==> src/hdl/srfifo_pkg.sv <==
// ----------------------------------------------------------------------------
// srfifo_pkg
// Types, codes and ring-slot arithmetic shared by the searchable reversible
// queue: word and index types, command and status codes, storage control.
// ----------------------------------------------------------------------------
`default_nettype none

package srfifo_pkg;

    // Ring size and derived widths
    localparam int DEPTH  = 16;
    localparam int ADDR_W = (DEPTH > 1) ? $clog2(DEPTH) : 1;
    localparam int CNT_W  = $clog2(DEPTH + 1);

    typedef logic signed [31:0]  t_word;
    typedef logic [ADDR_W-1:0]   t_addr;
    typedef logic [CNT_W-1:0]    t_count;

    localparam t_count            DEPTH_CNT = CNT_W'(DEPTH);
    localparam logic [ADDR_W:0]   DEPTH_X   = (ADDR_W + 1)'(DEPTH);

    typedef enum logic [2:0] {
        CMD_ENQ  = 3'd0,
        CMD_DEQ  = 3'd1,
        CMD_SRCH = 3'd2,
        CMD_MAX  = 3'd3,
        CMD_REV  = 3'd4
    } t_cmd;

    typedef enum logic [1:0] {
        ST_OK        = 2'd0,
        ST_EMPTY     = 2'd1,
        ST_NOT_FOUND = 2'd2,
        ST_FULL      = 2'd3
    } t_status;

    typedef enum logic [1:0] {
        S_IDLE,
        S_START,
        S_SCAN,
        S_PUSH
    } t_state;

    // Storage port control: one write and one read, by logical position
    typedef struct packed {
        logic  wr_en;
        t_addr wr_pos;
        t_word wr_data;
        logic  rd_en;
        t_addr rd_pos;
        t_addr head;
        logic  rev;
    } t_store_ctl;

    // Map a logical position (0 = front) to a ring slot
    function automatic t_addr slot_of(t_addr head, logic rev, t_addr pos);
        logic [ADDR_W:0] s;
        if (rev) begin
            if (head >= pos) begin
                s = {1'b0, head} - {1'b0, pos};
            end else begin
                s = {1'b0, head} + DEPTH_X - {1'b0, pos};
            end
        end else begin
            s = {1'b0, head} + {1'b0, pos};
            if (s >= DEPTH_X) begin
                s = s - DEPTH_X;
            end
        end
        return s[ADDR_W-1:0];
    endfunction

endpackage

`default_nettype wire

==> src/hdl/srfifo_in_if.sv <==
// ----------------------------------------------------------------------------
// srfifo_in_if
// Command channel: valid/ready handshake carrying one command word.
// ----------------------------------------------------------------------------
`default_nettype none

interface srfifo_in_if;
    logic               valid;
    logic               ready;
    logic [2:0]         command;
    logic signed [31:0] value;
    logic signed [31:0] new_value;

    modport source (output valid, output command, output value, output new_value,
                    input ready);
    modport sink   (input valid, input command, input value, input new_value,
                    output ready);
endinterface

`default_nettype wire

==> src/hdl/srfifo_out_if.sv <==
// ----------------------------------------------------------------------------
// srfifo_out_if
// Result channel: valid/ready handshake carrying status and result word.
// ----------------------------------------------------------------------------
`default_nettype none

interface srfifo_out_if;
    logic               valid;
    logic               ready;
    logic [1:0]         status;
    logic signed [31:0] result_value;

    modport source (output valid, output status, output result_value, input ready);
    modport sink   (input valid, input status, input result_value, output ready);
endinterface

`default_nettype wire

==> src/hdl/searchable_reversible_fifo_top.sv <==
// ----------------------------------------------------------------------------
// searchable_reversible_fifo_top
// Bounded queue of signed words with enqueue, dequeue, search-and-update,
// maximum and order reversal, run one command at a time by a small sequencer.
// ----------------------------------------------------------------------------
// One command word is taken at a time and yields exactly one result word.
// Enqueue, reverse and unused codes go from decode straight to the result
// hand-off, as do commands that fail on an empty or full queue. Dequeue
// passes through the walk state just to read the front word. Search-and-update
// and maximum walk the stored words front to back through the single read
// port of the ring storage and one shared compare unit, one word per cycle,
// up to all 16 words of a full queue; search stops at the first match.
// The next command is taken as soon as the previous result has moved into the
// output register, even while that result still waits to be taken.
// ----------------------------------------------------------------------------
`default_nettype none

module searchable_reversible_fifo_top
    import srfifo_pkg::*;
(
    input  wire          i_clk,
    input  wire          i_rst_n,
    srfifo_in_if.sink    i_in,
    srfifo_out_if.source o_out
);

    t_state     r_state, n_state;
    t_cmd       r_cmd, n_cmd;
    t_word      r_val, n_val;
    t_word      r_repl, n_repl;
    t_addr      r_head, n_head;
    t_count     r_count, n_count;
    logic       r_rev, n_rev;
    t_count     r_pos, n_pos;
    t_addr      r_dpos, n_dpos;
    t_word      r_best, n_best;
    t_status    r_stat, n_stat;
    t_word      r_res, n_res;
    logic       r_ovld, n_ovld;
    t_status    r_ostat, n_ostat;
    t_word      r_ores, n_ores;

    t_store_ctl store_ctl;
    t_word      rd_data;
    logic       cmp_eq;
    logic       cmp_gt;
    logic       scan_last;
    logic       scan_done;
    logic       start_scan;
    logic       out_free;
    t_word      best_now;

    srfifo_store u_store (
        .i_clk     (i_clk),
        .i_ctl     (store_ctl),
        .o_rd_data (rd_data)
    );

    // Shared compare unit: key match and running maximum
    assign cmp_eq   = (rd_data == r_val);
    assign cmp_gt   = (rd_data > r_best);
    assign best_now = ((r_dpos == '0) || cmp_gt) ? rd_data : r_best;

    // Walk control
    assign scan_last  = (r_pos == r_count);
    assign start_scan = (r_cmd inside {CMD_DEQ, CMD_SRCH, CMD_MAX}) && (r_count != '0);
    always_comb begin
        case (r_cmd)
            CMD_SRCH: scan_done = cmp_eq || scan_last;
            CMD_MAX:  scan_done = scan_last;
            default:  scan_done = 1'b1;
        endcase
    end

    assign out_free = !r_ovld || o_out.ready;

    // Next state
    always_comb begin
        n_state = r_state;
        case (r_state)
            S_IDLE: begin
                if (i_in.valid) begin
                    n_state = S_START;
                end
            end
            S_START: begin
                n_state = start_scan ? S_SCAN : S_PUSH;
            end
            S_SCAN: begin
                if (scan_done) begin
                    n_state = S_PUSH;
                end
            end
            S_PUSH: begin
                if (out_free) begin
                    n_state = S_IDLE;
                end
            end
            default: n_state = S_IDLE;
        endcase
    end

    // Datapath and storage control
    always_comb begin
        n_cmd   = r_cmd;
        n_val   = r_val;
        n_repl  = r_repl;
        n_head  = r_head;
        n_count = r_count;
        n_rev   = r_rev;
        n_pos   = r_pos;
        n_dpos  = r_dpos;
        n_best  = r_best;
        n_stat  = r_stat;
        n_res   = r_res;
        n_ostat = r_ostat;
        n_ores  = r_ores;
        n_ovld  = o_out.ready ? 1'b0 : r_ovld;

        store_ctl.wr_en   = 1'b0;
        store_ctl.wr_pos  = r_count[ADDR_W-1:0];
        store_ctl.wr_data = r_val;
        store_ctl.rd_en   = 1'b0;
        store_ctl.rd_pos  = r_pos[ADDR_W-1:0];
        store_ctl.head    = r_head;
        store_ctl.rev     = r_rev;

        case (r_state)
            // Latch the command word
            S_IDLE: begin
                if (i_in.valid) begin
                    n_cmd  = t_cmd'(i_in.command);
                    n_val  = i_in.value;
                    n_repl = i_in.new_value;
                end
            end
            // Decode and run the single-step part
            S_START: begin
                n_stat = ST_OK;
                n_res  = '0;
                n_pos  = CNT_W'(1);
                n_dpos = '0;
                store_ctl.rd_pos = '0;
                case (r_cmd)
                    CMD_ENQ: begin
                        if (r_count == DEPTH_CNT) begin
                            n_stat = ST_FULL;
                        end else begin
                            store_ctl.wr_en = 1'b1;
                            n_count = r_count + 1'b1;
                        end
                    end
                    CMD_DEQ, CMD_MAX: begin
                        if (r_count == '0) begin
                            n_stat = ST_EMPTY;
                        end else begin
                            store_ctl.rd_en = 1'b1;
                        end
                    end
                    CMD_SRCH: begin
                        if (r_count == '0) begin
                            n_stat = ST_NOT_FOUND;
                        end else begin
                            store_ctl.rd_en = 1'b1;
                        end
                    end
                    CMD_REV: begin
                        if (r_count != '0) begin
                            n_head = slot_of(r_head, r_rev, ADDR_W'(r_count - 1'b1));
                        end
                        n_rev = ~r_rev;
                    end
                    default: ;
                endcase
            end
            // Consume one stored word per cycle
            S_SCAN: begin
                case (r_cmd)
                    CMD_DEQ: begin
                        n_res   = rd_data;
                        n_head  = slot_of(r_head, r_rev, ADDR_W'(1));
                        n_count = r_count - 1'b1;
                    end
                    CMD_SRCH: begin
                        if (cmp_eq) begin
                            store_ctl.wr_en   = 1'b1;
                            store_ctl.wr_pos  = r_dpos;
                            store_ctl.wr_data = r_repl;
                        end else if (scan_last) begin
                            n_stat = ST_NOT_FOUND;
                        end
                    end
                    CMD_MAX: begin
                        n_best = best_now;
                        if (scan_last) begin
                            n_res = best_now;
                        end
                    end
                    default: ;
                endcase
                // Advance to the next stored word
                if (!scan_done) begin
                    store_ctl.rd_en = 1'b1;
                    n_pos  = r_pos + 1'b1;
                    n_dpos = r_pos[ADDR_W-1:0];
                end
            end
            // Hand the result to the output register
            S_PUSH: begin
                if (out_free) begin
                    n_ovld  = 1'b1;
                    n_ostat = r_stat;
                    n_ores  = r_res;
                end
            end
            default: ;
        endcase
    end

    // Control registers
    always_ff @(posedge i_clk) begin
        if (!i_rst_n) begin
            r_state <= S_IDLE;
            r_head  <= '0;
            r_count <= '0;
            r_rev   <= 1'b0;
            r_ovld  <= 1'b0;
        end else begin
            r_state <= n_state;
            r_head  <= n_head;
            r_count <= n_count;
            r_rev   <= n_rev;
            r_ovld  <= n_ovld;
        end
    end

    // Payload registers
    always_ff @(posedge i_clk) begin
        r_cmd   <= n_cmd;
        r_val   <= n_val;
        r_repl  <= n_repl;
        r_pos   <= n_pos;
        r_dpos  <= n_dpos;
        r_best  <= n_best;
        r_stat  <= n_stat;
        r_res   <= n_res;
        r_ostat <= n_ostat;
        r_ores  <= n_ores;
    end

    assign i_in.ready         = (r_state == S_IDLE);
    assign o_out.valid        = r_ovld;
    assign o_out.status       = r_ostat;
    assign o_out.result_value = r_ores;

    // Fill count never passes the ring size
    a_count_bound: assert property (@(posedge i_clk) disable iff (!i_rst_n)
        r_count <= DEPTH_CNT)
        else $error("fill count beyond ring size");

    // A walk only runs over stored words
    a_scan_in_range: assert property (@(posedge i_clk) disable iff (!i_rst_n)
        (r_state == S_SCAN) |-> (t_count'(r_dpos) < r_count))
        else $error("walk position outside stored words");

    // Enqueue into a queue with room adds one word
    a_enq_grows: assert property (@(posedge i_clk) disable iff (!i_rst_n)
        (r_state == S_START && r_cmd == CMD_ENQ && r_count != DEPTH_CNT)
        |=> (r_count == t_count'($past(r_count) + 1'b1)))
        else $error("enqueue did not add a word");

    // A walk always ends in the hand-off state
    a_scan_exit: assert property (@(posedge i_clk) disable iff (!i_rst_n)
        (r_state == S_SCAN && scan_done) |=> (r_state == S_PUSH))
        else $error("walk did not finish into hand-off");

endmodule

`default_nettype wire

==> src/hdl/srfifo_store.sv <==
// ----------------------------------------------------------------------------
// srfifo_store
// Ring storage of the queue. Translates logical positions into ring slots
// using head and direction, one write and one registered read per cycle.
// ----------------------------------------------------------------------------
`default_nettype none

module srfifo_store
    import srfifo_pkg::*;
(
    input  wire             i_clk,
    input  wire t_store_ctl i_ctl,
    output t_word           o_rd_data
);

    t_word r_mem [DEPTH];
    t_word r_rd_data;
    t_addr wr_slot;
    t_addr rd_slot;

    // Resolve ring slots
    assign wr_slot = slot_of(i_ctl.head, i_ctl.rev, i_ctl.wr_pos);
    assign rd_slot = slot_of(i_ctl.head, i_ctl.rev, i_ctl.rd_pos);

    // Write port
    always_ff @(posedge i_clk) begin
        if (i_ctl.wr_en) begin
            r_mem[wr_slot] <= i_ctl.wr_data;
        end
    end

    // Registered read port
    always_ff @(posedge i_clk) begin
        if (i_ctl.rd_en) begin
            r_rd_data <= r_mem[rd_slot];
        end
    end

    assign o_rd_data = r_rd_data;

endmodule

`default_nettype wire

==> src/flat_wrapper.sv <==
// flat-port wrapper written by rule: the top's interface ports become plain ports
module searchable_reversible_fifo_top_flat import srfifo_pkg::*;
  (i_clk, i_rst_n, i_in_valid, i_in_command, i_in_value, i_in_new_value, i_in_ready, o_out_valid, o_out_status, o_out_result_value, o_out_ready);
  srfifo_in_if i_in_i ();
  srfifo_out_if o_out_i ();
  input  wire i_clk;
  input  wire i_rst_n;
  input wire logic [$bits(i_in_i.valid)-1:0] i_in_valid;
  input wire logic [$bits(i_in_i.command)-1:0] i_in_command;
  input wire logic [$bits(i_in_i.value)-1:0] i_in_value;
  input wire logic [$bits(i_in_i.new_value)-1:0] i_in_new_value;
  output wire logic [$bits(i_in_i.ready)-1:0] i_in_ready;
  output wire logic [$bits(o_out_i.valid)-1:0] o_out_valid;
  output wire logic [$bits(o_out_i.status)-1:0] o_out_status;
  output wire logic [$bits(o_out_i.result_value)-1:0] o_out_result_value;
  input wire logic [$bits(o_out_i.ready)-1:0] o_out_ready;
  assign i_in_i.valid = i_in_valid;
  assign i_in_i.command = i_in_command;
  assign i_in_i.value = i_in_value;
  assign i_in_i.new_value = i_in_new_value;
  assign i_in_ready = i_in_i.ready;
  assign o_out_valid = o_out_i.valid;
  assign o_out_status = o_out_i.status;
  assign o_out_result_value = o_out_i.result_value;
  assign o_out_i.ready = o_out_ready;
  searchable_reversible_fifo_top u_core (.i_clk(i_clk), .i_rst_n(i_rst_n), .i_in(i_in_i), .o_out(o_out_i));
endmodule
==> config.mk <==
export PLATFORM = sky130hd
export DESIGN_NAME = searchable_reversible_fifo_top_flat
export DESIGN_NICKNAME = d
export VERILOG_FILES = /design/src/hdl/srfifo_pkg.sv /design/src/hdl/srfifo_in_if.sv /design/src/hdl/srfifo_out_if.sv /design/src/hdl/searchable_reversible_fifo_top.sv /design/src/hdl/srfifo_store.sv /design/src/flat_wrapper.sv
export SDC_FILE = /design/constraint.sdc
export NUM_CORES = 1
export LEC_CHECK = 0
export BUFFER_PORTS_ARGS = -buffer_cell sky130_fd_sc_hd__buf_2
export CAP_MARGIN = 20
export CORE_MARGIN = 8
export CORE_UTILIZATION = 58
export CTS_BUF_LIST = sky130_fd_sc_hd__clkbuf_8
export DETAILED_ROUTE_END_ITERATION = 12
export GPL_TIMING_DRIVEN = 0
export PLACE_DENSITY = 0.75
export SLEW_MARGIN = 20
export SYNTH_ARGS = -nofsm -noshare
export SYNTH_HDL_FRONTEND = slang
export SYNTH_SLANG_ARGS = --single-unit
==> constraint.sdc <==
create_clock -name i_clk -period 7.4 [get_ports i_clk]
set_clock_uncertainty 0.05 [all_clocks]
set_input_delay 0.37 -clock i_clk [delete_from_list [all_inputs] [get_ports i_clk]]
set_output_delay 0.37 -clock i_clk [all_outputs]
set_load 0.03 [all_outputs]
==> impl_metrics.ini <==
[floorplan]
pin_count = 107
dieArea_sq_um = 62100
start_util_pct = 58.6
row_count = 85
core_area_sq_um = 53800
die_h_um = 249
dieWidth_um = 249

[synth]
yosys.area.top_type = edfxtp_1
yosysWarnings = 0
seq_area_frac_synth_pct = 69.4
post-synth-top-area-fraction_pct = 68.6
yosys_register_bits = 733
yosys_most_used_dff = edfxtp_1
syn_nets = 1891
syn_area_per_cell_sq_um = 17.8
syn_inst = 1766
synth.distinct_cells = 60
synthTopCellsByArea = edfxtp_1 (69%), mux4_2 (11%), mux2i_1 (3.2%)
syn_area_sq_um = 31500
async_reset_ff_share_pct = 0
synth_edf_count = 720

[placed_design]
pre_cts_slack_ns = 0.593
port_buffers = 106
place_congestion = 0.899
placed_cell_area_sq_um = 33900
dp_hpwl_um = 52100
dp_cells = 2624

[layout]
design_area_sq_um = 36700
stdcell_count = 2890
diodes = 0
n_fill_cell = 3417
area_delta_synth_final_pct = 16.5
final_nets = 2237
final_cell_mix = edfxtp_1 (720), mux4_2 (160), clkbuf_8 (118)
final_common_cell = edfxtp_1
drive_above_1_share_pct = 25.2

[clock_tree]
htreeDepth = 3
cts_resized = 0
cts.clk_slew.worst_paths_ns = 0.06
cts_buffers = 113
clk_latency_ns = 0.73
postCtsSetupBuffers = 0
clock_sink_count = 733
cts_tree = yes
cts_root_buf = clkbuf_8
cts_max_path_buffers = 3

[critical_path]
r2r_cells = 21
crit_type = flip-flop to flip-flop
slowest_delay_ns = 0.83
end_kind = flip-flop
worstPathRequired_ns = 7.77
cp_cell_sequence = xor2_1 -> nor4_1 -> and4_2 -> nand3_4 -> mux2_2 -> inv_1 -> ha_1 -> nor2_1 -> a21oi_1 -> inv_1 -> ha_1 -> a21o_1 -> a21oi_1 -> xnor2_1 -> or3_1 -> a211o_1 -> buf_6 -> nor4bb_4 -> buf_6 -> buf_6 -> buf_4
critPathMostFrequentCell = buf_6
start_kind = flip-flop
critical_path_arrival_ns = 7.08
crit_slowest_cell = nor4bb_4
cp_max_fo = 10
regToRegSetupSlack_ns = 0.70

[sta]
rsz0062_at_grt = no
timing.fmax_mhz = 149
timing.final.ws_setup_ns = 0.697
slew_violations = 0
layout_min_cycle_time_ns = 6.70
hold_viol = 0
whs_ns = 0.189
setup_violations = 0
fin_crit_sh_pct = 90.6
worst_pin_slew_ns = 1.03
slew_headroom_pct = 30.4

[global_routing]
grt.overflow.total = 0
grt_use_total_pct = 24.0
grt_max_degree = 46
grt_first_pass_wirelength_um = 112000
grt_pass1_vias = 18500
antenna_found_initial = 0

[detailed_routing]
ant_nets = 0
num_vias = 17800
drt_iter0_drc = 1881
drtPass1Iterations = 5
drt-wirelength-per-cell_um = 26.0
via_per_inst = 6.17
finalWirelength_um = 75100
drcViolationCount = 0

[status]
status = complete, no violations

[min_path]
holdPathStages = 5
min_path_type = input pin to flip-flop

[power]
ir_drop_mv = 0.288
power.leakage_uw = 0.0128
powerDensity_nw_per_um2 = 391

[job]
cap_viol_max_count = 0
worst max-delay path: cells and delay by family (launching register included):
kind,cells,cell delay [ns]
AND/OR/NAND/NOR,6,2.52
adder cells (fa/ha/maj),2,0.56
buffers and inverters,6,1.01
XOR/XNOR,2,0.45
flip-flops,1,0.53
AO/OA/AOI/OAI,4,0.89
multiplexers,1,0.35
kinds of logic (layout without fill, tap and decap cells):
group / Yosys count / in the layout / synth area share, %
muxes: 296 / 296 / 15.9
AOI/OAI and AO/OA: 106 / 106 / 2.64
adders and majority gates: 54 / 54 / 2.22
buffers and inverters: 155 / 583 / 1.99
and+or+nand+nor: 366 / 366 / 6.23
DFF: 733 / 733 / 69.4
xor gates and xnor gates: 56 / 56 / 1.60
final timing paths:
check / from / endpoint
setup / recovery: u_core.u_store.o_rd_data[24]$_DFFE_PP_ / u_core.u_store.r_mem[10][11]$_DFFE_PP_
hold / removal: i_in_valid / u_core.r_state[0]$_SDFFE_PN0P_
setup reg to reg: u_core.u_store.o_rd_data[24]$_DFFE_PP_ / u_core.u_store.r_mem[10][11]$_DFFE_PP_
hold reg to reg: u_core.r_res[16]$_SDFFCE_PN0P_ / u_core.o_out.result_value[16]$_DFFE_PP_
state kept, by name (all words and copies together), names as in the netlist:
name	flops
u_core.u_store.r_mem	512
u_core.o_out.result_value	32
u_core.r_best	32
u_core.r_repl	32
u_core.r_res	32
u_core.r_val	32
u_core.u_store.o_rd_data	32
u_core.r_count	5
u_core.r_pos	5
u_core.r_dpos	4
u_core.r_head	4
u_core.r_cmd	3
u_core.o_out.status	2
u_core.r_stat	2
u_core.r_state	2
u_core.o_out.valid	1
u_core.r_rev	1
cells in the mapped netlist (all sizes together) (23+ instances only):
library cell    n
mux2           35
ha             51
xor2           42
or3            40
nor3           39
nand2          88
a21oi          25
clkbuf         81
nand2b         38
mux2i         101
inv            51
mux4          160
a2111o         31
buf            23
edfxtp        720
nand3          74
report_power, final:
group / leakage (uW) / switching [uW] / internal [uW]
registers: 0.00665 / 184 / 5290
clock network: 0.00122 / 1550 / 1660
logic: 0.00496 / 3050 / 2620
area by class of cell:
class | count | area (sq um) | area share [%]
flip-flops and latches | 733 | 21900 | 59.6
clock inverters | 79 | 508 | 1.38
clock buffers | 118 | 1620 | 4.42
plain buffers | 104 | 443 | 1.21
inverters | 51 | 191 | 0.521
repair buffers | 231 | 1970 | 5.37
well taps | 696 | 871 | 2.37
multi-input cells | 878 | 9240 | 25.2
repair_timing:
item | CTS | global route
setup endpoints to repair | 0 | 0
endpoints found under the hold margin | 71 | 0
hold buffers | 69 | 0
metrics by stage:
stage,util (%),power [uW],TNS [ns]
after floorplan,-,9450,0
after global placement,61.2,10900,-1797.34
after detailed placement,63.0,11200,0
after CTS,68.2,14400,0
after global routing,68.3,14900,0
final,68.3,14400,0
per-layer routing:
metal	up-vias	part of all wire (%)	track usage (%)
met1	9084	39	30.9
li1	7773	-	-
met5	-	0	0
met2	831	51	41.2
met4	0	2.4	6.99
met3	136	7.7	5.04
(Power assumes the default switching activity.)
